File: src/hw/rtl/prbs_pkg.sv
`timescale 1ns / 1ps
`default_nettype none
// ----------------------------------------------------------------------------
// prbs_pkg
// Shared types, register codes and the built-in feedback table of the PRBS
// level generator.
// ----------------------------------------------------------------------------
package prbs_pkg;

  localparam int unsigned MAX_LENGTH = 16;
  localparam int unsigned LFSR_W     = 16;
  localparam int unsigned CFG_IDX_W  = 3;
  localparam int unsigned CFG_DATA_W = 32;
  localparam int unsigned LEVEL_W    = 17;

  // configuration register indexes
  localparam logic [CFG_IDX_W-1:0] REG_COUNT       = 3'd0;
  localparam logic [CFG_IDX_W-1:0] REG_SEED        = 3'd1;
  localparam logic [CFG_IDX_W-1:0] REG_TAP_MASK    = 3'd2;
  localparam logic [CFG_IDX_W-1:0] REG_BIT_PERIOD  = 3'd3;
  localparam logic [CFG_IDX_W-1:0] REG_START_DELAY = 3'd4;
  localparam logic [CFG_IDX_W-1:0] REG_MEAN        = 3'd5;
  localparam logic [CFG_IDX_W-1:0] REG_SWING       = 3'd6;

  // settings as seen by the datapath, already checked
  typedef struct packed {
    logic [4:0]         reg_count;
    logic [LFSR_W-1:0]  seed;
    logic [LFSR_W-1:0]  taps;
    logic [LFSR_W-1:0]  mask;
    logic [15:0]        period;
    logic [31:0]        start_delay;
    logic signed [15:0] mean;
    logic [14:0]        swing;
    logic               err;
  } prbs_cfg_t;

  // maximal-length feedback sets, bit i means tap i+1
  function automatic logic [LFSR_W-1:0] builtin_taps(input logic [4:0] n);
    logic [LFSR_W-1:0] t;
    case (n)
      5'd2:    t = 16'h0003;
      5'd3:    t = 16'h0006;
      5'd4:    t = 16'h000C;
      5'd5:    t = 16'h0014;
      5'd6:    t = 16'h0030;
      5'd7:    t = 16'h0060;
      5'd8:    t = 16'h00B8;
      5'd9:    t = 16'h0110;
      5'd10:   t = 16'h0240;
      5'd11:   t = 16'h0500;
      5'd12:   t = 16'h0E08;
      5'd13:   t = 16'h1C80;
      5'd14:   t = 16'h3802;
      5'd15:   t = 16'h6000;
      5'd16:   t = 16'hD008;
      default: t = '0;
    endcase
    return t;
  endfunction

endpackage
`default_nettype wire

File: src/hw/rtl/prbs_lfsr_signal_generator_core.sv
`timescale 1ns / 1ps
`default_nettype none
// ----------------------------------------------------------------------------
// prbs_lfsr_signal_generator_core
// PRBS excitation level generator, one level per tick.
// ----------------------------------------------------------------------------
// Every accepted transaction is one tick and returns one level through the input
// register and the result register; a new tick is taken in every cycle while the
// output side is not stalled. The tick stage lies between the two registers: the
// shift register, the delay counter and the hold counter are all updated together
// from their previous values. Configuration writes
// land immediately and are meant to be made while no tick is in flight; a new
// seed takes effect at the next tick that carries restart.
module prbs_lfsr_signal_generator_core
  import prbs_pkg::*;
(
  input  wire logic                  clk,
  input  wire logic                  rst_n,
  input  wire logic                  in_valid,
  output logic                       in_ready,
  input  wire logic                  in_restart,
  output logic                       out_valid,
  input  wire logic                  out_ready,
  output logic signed [LEVEL_W-1:0]  out_level,
  output logic                       out_prbs_bit,
  output logic                       out_config_error,
  input  wire logic                  cfg_we,
  input  wire logic [CFG_IDX_W-1:0]  cfg_index,
  input  wire logic [CFG_DATA_W-1:0] cfg_wdata
);

  prbs_cfg_t cfg;

  logic                      in_vld_r;
  logic                      restart_r;
  logic                      advance;
  logic signed [LEVEL_W-1:0] level;
  logic                      prbs_bit;
  logic                      config_error;

  prbs_cfg_regs u_cfg (
    .clk       (clk),
    .rst_n     (rst_n),
    .cfg_we    (cfg_we),
    .cfg_index (cfg_index),
    .cfg_wdata (cfg_wdata),
    .cfg       (cfg)
  );

  // tick moves from the input register to the result register
  assign advance  = in_vld_r && (!out_valid || out_ready);
  assign in_ready = !in_vld_r || advance;

  always_ff @(posedge clk) begin
    if (!rst_n) begin
      in_vld_r <= 1'b0;
    end else if (in_ready) begin
      in_vld_r <= in_valid;
    end
  end

  always_ff @(posedge clk) begin
    if (in_ready && in_valid) begin
      restart_r <= in_restart;
    end
  end

  prbs_step u_step (
    .clk          (clk),
    .rst_n        (rst_n),
    .step         (advance),
    .restart      (restart_r),
    .cfg          (cfg),
    .level        (level),
    .prbs_bit     (prbs_bit),
    .config_error (config_error)
  );

  always_ff @(posedge clk) begin
    if (!rst_n) begin
      out_valid <= 1'b0;
    end else if (advance) begin
      out_valid <= 1'b1;
    end else if (out_ready) begin
      out_valid <= 1'b0;
    end
  end

  always_ff @(posedge clk) begin
    if (advance) begin
      out_level        <= level;
      out_prbs_bit     <= prbs_bit;
      out_config_error <= config_error;
    end
  end

endmodule
`default_nettype wire

File: src/hw/rtl/prbs_cfg_regs.sv
`timescale 1ns / 1ps
`default_nettype none
// ----------------------------------------------------------------------------
// prbs_cfg_regs
// Configuration register file with length, seed and tap checks.
// ----------------------------------------------------------------------------
module prbs_cfg_regs
  import prbs_pkg::*;
(
  input  wire logic                  clk,
  input  wire logic                  rst_n,
  input  wire logic                  cfg_we,
  input  wire logic [CFG_IDX_W-1:0]  cfg_index,
  input  wire logic [CFG_DATA_W-1:0] cfg_wdata,
  output prbs_cfg_t                  cfg
);

  logic [4:0]         reg_count_r;
  logic [15:0]        seed_r;
  logic [15:0]        tap_mask_r;
  logic [15:0]        period_r;
  logic [31:0]        start_delay_r;
  logic signed [15:0] mean_r;
  logic [14:0]        swing_r;

  always_ff @(posedge clk) begin
    if (!rst_n) begin
      reg_count_r   <= 5'd16;
      seed_r        <= 16'd1;
      tap_mask_r    <= '0;
      period_r      <= 16'd1;
      start_delay_r <= '0;
      mean_r        <= '0;
      swing_r       <= '0;
    end else if (cfg_we) begin
      case (cfg_index)
        REG_COUNT:       reg_count_r   <= cfg_wdata[4:0];
        REG_SEED:        seed_r        <= cfg_wdata[15:0];
        REG_TAP_MASK:    tap_mask_r    <= cfg_wdata[15:0];
        REG_BIT_PERIOD:  period_r      <= cfg_wdata[15:0];
        REG_START_DELAY: start_delay_r <= cfg_wdata[31:0];
        REG_MEAN:        mean_r        <= cfg_wdata[15:0];
        REG_SWING:       swing_r       <= cfg_wdata[14:0];
        default: ;
      endcase
    end
  end

  logic [LFSR_W-1:0] mask;
  logic [LFSR_W-1:0] taps;
  logic              len_bad;

  always_comb begin
    len_bad = (reg_count_r < 5'd2) || (reg_count_r > 5'(MAX_LENGTH));
    if (reg_count_r >= 5'(LFSR_W)) begin
      mask = '1;
    end else begin
      mask = (16'd1 << reg_count_r[3:0]) - 16'd1;
    end
    taps = (tap_mask_r == '0) ? builtin_taps(reg_count_r) : tap_mask_r;

    cfg.reg_count   = reg_count_r;
    cfg.seed        = seed_r;
    cfg.taps        = taps;
    cfg.mask        = mask;
    cfg.period      = (period_r == '0) ? 16'd1 : period_r;
    cfg.start_delay = start_delay_r;
    cfg.mean        = mean_r;
    cfg.swing       = swing_r;
    cfg.err         = len_bad || (taps == '0) || ((tap_mask_r & ~mask) != '0) ||
                      (seed_r == '0) || ((seed_r & ~mask) != '0);
  end

endmodule
`default_nettype wire

File: src/hw/rtl/prbs_step.sv
`timescale 1ns / 1ps
`default_nettype none
// ----------------------------------------------------------------------------
// prbs_step
// Sequence state (shift register, delay and hold counters) and the one-tick
// update that yields the excitation level.
// ----------------------------------------------------------------------------
module prbs_step
  import prbs_pkg::*;
(
  input  wire logic                clk,
  input  wire logic                rst_n,
  input  wire logic                step,
  input  wire logic                restart,
  input  wire prbs_cfg_t           cfg,
  output logic signed [LEVEL_W-1:0] level,
  output logic                     prbs_bit,
  output logic                     config_error
);

  logic [LFSR_W-1:0] lfsr_r,    lfsr_nxt;
  logic [31:0]       delay_r,   delay_nxt;
  logic [15:0]       hold_r,    hold_nxt;
  logic              running_r, running_nxt;

  logic [LFSR_W-1:0] lfsr0, s;
  logic [31:0]       delay0;
  logic [15:0]       hold0;
  logic              run0, run1, bit_cur;
  logic [16:0]       hold_inc;
  logic [3:0]        top_idx;
  logic [LEVEL_W-1:0] mean_x, swing_x;

  always_comb begin
    // restart applies before this tick
    lfsr0  = restart ? cfg.seed : lfsr_r;
    delay0 = restart ? '0 : delay_r;
    hold0  = restart ? '0 : hold_r;
    run0   = restart ? 1'b0 : running_r;

    run1     = run0 || (delay0 >= cfg.start_delay);
    s        = lfsr0 & cfg.mask;
    top_idx  = 4'(cfg.reg_count - 5'd1);
    bit_cur  = run1 && s[top_idx];
    hold_inc = {1'b0, hold0} + 17'd1;

    lfsr_nxt    = lfsr0;
    delay_nxt   = delay0;
    hold_nxt    = hold0;
    running_nxt = run0;
    if (!cfg.err) begin
      running_nxt = run1;
      if (!run1) begin
        delay_nxt = delay0 + 32'd1;
      end else if (hold_inc >= {1'b0, cfg.period}) begin
        hold_nxt = '0;
        lfsr_nxt = {s[LFSR_W-2:0], ^(s & cfg.taps)} & cfg.mask;
      end else begin
        hold_nxt = hold_inc[15:0];
      end
    end

    mean_x  = {cfg.mean[15], cfg.mean};
    swing_x = {2'b00, cfg.swing};
    if (cfg.err || !run1) begin
      level = mean_x;
    end else if (bit_cur) begin
      level = mean_x + swing_x;
    end else begin
      level = mean_x - swing_x;
    end
    prbs_bit     = !cfg.err && bit_cur;
    config_error = cfg.err;
  end

  always_ff @(posedge clk) begin
    if (!rst_n) begin
      lfsr_r    <= 16'd1;
      delay_r   <= '0;
      hold_r    <= '0;
      running_r <= 1'b0;
    end else if (step) begin
      lfsr_r    <= lfsr_nxt;
      delay_r   <= delay_nxt;
      hold_r    <= hold_nxt;
      running_r <= running_nxt;
    end
  end

endmodule
`default_nettype wire

File: config.mk
export PLATFORM = sky130hd
export DESIGN_NAME = prbs_lfsr_signal_generator_core
export DESIGN_NICKNAME = d
export VERILOG_FILES = /design/src/hw/rtl/prbs_pkg.sv /design/src/hw/rtl/prbs_lfsr_signal_generator_core.sv /design/src/hw/rtl/prbs_cfg_regs.sv /design/src/hw/rtl/prbs_step.sv
export SDC_FILE = /design/constraint.sdc
export NUM_CORES = 1
export LEC_CHECK = 0
export BUFFER_PORTS_ARGS = -buffer_cell sky130_fd_sc_hd__buf_4
export CAP_MARGIN = 15
export CORE_UTILIZATION = 45
export CTS_BUF_LIST = sky130_fd_sc_hd__clkbuf_4
export DETAILED_ROUTE_END_ITERATION = 10
export PLACE_DENSITY_LB_ADDON = 0.25
export SLEW_MARGIN = 30
export SYNTH_ARGS = -nofsm -noshare
export SYNTH_HDL_FRONTEND = slang
export SYNTH_SLANG_ARGS = --single-unit
File: constraint.sdc
create_clock -name clk -period 6.4 [get_ports clk]
set_input_delay 1.28 -clock clk [delete_from_list [all_inputs] [get_ports clk]]
set_output_delay 1.28 -clock clk [all_outputs]
set_load 0.05 [all_outputs]
==> impl_metrics.py <==
metrics = {
    "run_status": {
        "outcome": "finished, final reports clean",
    },
    "route": {
        "viasPerCell": 5.59,
        "first_pass_iters": 8,
        "wirelength_mm": 38.3,
        "detailroute.via_count": 12100,
        "drtIter0Drc": 991,
        "detail_route.wl_per_cell_um": 17.7,
        "ant_nets": 0,
        "drc": 0,
    },
    "floorplan": {
        "die_area_um2": 29700,
        "die_y_um": 172,
        "core_area_um2": 28600,
        "start_util": 0.456,
        "fp-row-count": 62,
        "die_w_um": 172,
        "io_pins": 62,
    },
    "logic_synthesis": {
        "avgSynthCellArea_um2": 7.85,
        "ys_seq_area_frac": 0.351,
        "synth_edf_count": 20,
        "synth.area.top_cells": "dfxtp_1, nand2_1, ha_1, a21oi_1, edfxtp_1",
        "synth_cells": 1665,
        "synth_top_area_cell": "dfxtp_1",
        "yosys_warnings": 0,
        "ys.flop_type": "dfxtp_1",
        "synth_most_common_cell": "nand2_1",
        "postSynth.asyncResetShare": 0,
        "synth_top_area_share": 0.305,
        "netlist_area_um2": 13100,
        "synth_fp_nets": 1785,
        "synth_cell_types": 85,
        "synth_seq_cells": 219,
        "netlist_top_cells_count": "nand2_1, dfxtp_1, a21oi_1, nor2_1, ha_1",
    },
    "placed_design": {
        "hpwl_mm": 27.3,
        "io_buffers": 61,
        "dp_slack_ps": 406,
        "gp_congestion": 0.916,
        "dp_cells": 2057,
    },
    "global_route": {
        "grt_overflow": 0,
        "grt_max_degree": 81,
        "grt.busiest_layer": "met2",
        "first_global_vias": 11400,
        "grtUsageMet3": 0.0465,
        "grtUsageTotal": 0.260,
        "use_met2": 0.413,
        "grt.met1_usage": 0.350,
        "grt_pass1_wl_mm": 60.4,
        "antenna_found_initial": 1,
    },
    "sta": {
        "finalCriticalPeriod_ps": 5850,
        "worst_pin_slew_ps": 975,
        "skew_ps": 57.3,
        "hold_ws_ps": 455,
        "setup_viol": 0,
        "setup_slack_ps": 546,
        "finalSetupTns_ps": 0,
        "slew_headroom": 0.350,
        "fmax_mhz": 171,
        "hold_violations": 0,
        "period_share": 0.915,
        "final_max_slew_viol_count": 0,
        "rsz0062_at_grt": "false",
    },
    "run": {
        "cap_violations": 0,
    },
    "worst_setup_path": {
        "cp-start-kind": "flip-flop",
        "required_ps": 6820,
        "critPathSlowestCell": "fa_1",
        "crit_family": "compound AO/OA/AOI/OAI gates",
        "path_class": "reg2reg",
        "worstPathArrival_ps": 6280,
        "slowest_delay_ps": 490,
        "worstSetupEndpointType": "flip-flop",
        "reg2reg_slack_ps": 550,
        "cp_max_fo": 7,
        "crit_path_cell_trace": "inv_1, ha_1, nand2_1, ha_1, o31a_1, a221oi_1, or3_1, o21a_1, a211oi_1, o221ai_4, nand2_1, o21ai_0, fa_1, a211oi_1, nor2_1, o211ai_1, a31oi_1, a31oi_1, nor2_1, a211oi_1, nor3_1, o21ai_0, o2111ai_1",
        "critPathBufInv": 1,
        "crit_top_cell": "a211oi_1",
    },
    "power_and_ir_drop": {
        "p_leak_nw": 5.53,
        "power_density_nw_per_um2": 216,
        "max-vdd-ir-drop_uv": 103,
        "finalPower_mw": 3.16,
    },
    "final_layout": {
        "layout.nets": 1855,
        "finalNonFillerCells": 2167,
        "drive_above_1_share": 0.131,
        "area_growth_pct": 12.2,
    },
    "clocking": {
        "clkLatencyLatePin_ps": 730,
        "clock-root-buffer": "clkbuf_4",
        "cts_sinks": 219,
        "htreeDepth": 2,
        "cts-buffers-inserted": 57,
        "cts_tree": "done",
        "hold_buffers": 0,
        "clk_path_buf_depth": 3,
        "clk_pin_slew_ps": 60,
    },
    "min_path": {
        "min_path_type": "reg2reg",
    },
}
repair_timing:
item	4_1_cts	5_1_grt
setup endpoints to repair	0	2
buffers inserted	0	3
endpoints found under the hold margin	0	0
gates resized for setup	0	1
registers in the layout, summed over array words and instances, names as in the netlist, named ones only:
register,cells
in_vld_r,1
out_config_error,1
out_level,17
out_prbs_bit,1
out_valid,1
restart_r,1
u_cfg.mean_r,16
u_cfg.period_r,16
u_cfg.reg_count_r,5
u_cfg.seed_r,16
u_cfg.start_delay_r,32
u_cfg.swing_r,15
u_cfg.tap_mask_r,16
u_step.delay_r,32
u_step.hold_r,16
u_step.lfsr_r,16
u_step.running_r,1
cells in the final DEF (no fill, tap or decap), drive strengths merged, types with 6 or more instances in the layout:
master,synthesis,routed
nand2,337,337
dfxtp,199,199
a21oi,174,174
nor2,119,119
buf,27,97
clkbuf,59,80
ha,78,78
inv,74,75
o21ai,54,54
nor2b,53,53
xnor2,47,47
nand3,40,40
nor3,28,28
clkinv,2,24
nand4,22,22
mux2i,21,21
and3,21,21
a21o,20,20
edfxtp,20,20
xor2,18,18
o31ai,18,18
nor4,18,18
a22oi,16,16
nand2b,15,15
o2111ai,15,15
or3,14,14
o211ai,13,13
and2,13,13
a211oi,13,13
mux2,9,9
a31oi,9,9
o21a,9,9
or2,9,9
a211o,7,7
a311oi,7,7
o211a,6,6
and4,6,6
worst register-to-register path, cell delays in order, from the launching register on:
cell and delay, ps:
dfxtp_1 450, inv_1 120, ha_1 270, nand2_1 180, ha_1 330, o31a_1 240, a221oi_1 140, or3_1 470
o21a_1 190, a211oi_1 360, o221ai_4 210, nand2_1 110, o21ai_0 150, fa_1 490, a211oi_1 280, nor2_1 120
o211ai_1 250, a31oi_1 170, a31oi_1 270, nor2_1 80, a211oi_1 300, nor3_1 70, o21ai_0 180, o2111ai_1 130
stage by stage:
step,util,cell area [µm²]
floorplan,-,13100
global placement,0.486,13900
detailed placement,0.486,13900
CTS,0.510,14600
global route,0.512,14700
finish,0.512,14700
final cells by class:
| type | instances | area, µm² |
|---|---|---|
| Multi-Input combinational cell | 1284 | 7860 |
| Clock inverter | 24 | 108 |
| Sequential cell | 219 | 4580 |
| Antenna cell | 3 | 7.51 |
| Clock buffer | 80 | 601 |
| Fill cell | 2761 | 14000 |
| Inverter | 76 | 288 |
| Timing Repair Buffer | 97 | 728 |
| Tap cell | 384 | 480 |
where the power goes:
group | internal [mW] | total (mW) | switching, mW
combinational | 0.183 | 0.511 | 0.329
sequential | 1.42 | 1.45 | 0.0297
clock | 0.582 | 1.19 | 0.611
total | 2.19 | 3.16 | 0.969
layer usage:
metal | vias to the layer above | wire length, µm
met5 | - | 0
met4 | 0 | 1200
met3 | 83 | 2490
met2 | 345 | 17000
met1 | 5675 | 17500
li1 | 6000 | -
final timing paths:
kind | endpoint | startpoint | depth (start not counted)
worst min-delay path | u_cfg.start_delay_r[26] | u_cfg.start_delay_r[26] | 2
worst min register to register | u_cfg.start_delay_r[26] | u_cfg.start_delay_r[26] | 2
worst max-delay path | out_level[16] | u_cfg.reg_count_r[1] | 23
worst max register to register | out_level[16] | u_cfg.reg_count_r[1] | 23
logic make-up after synthesis:
kind of cell    count (synthesis)  share of synthesized area
simple gates                  710                      0.254
mux                            30                     0.0238
xor+xnor                       67                     0.0470
buf+inv                       162                     0.0497
flops                         219                      0.351
compound gates                398                      0.198
fa+ha+maj                      79                     0.0762
Power figures use the tool's default switching activity.
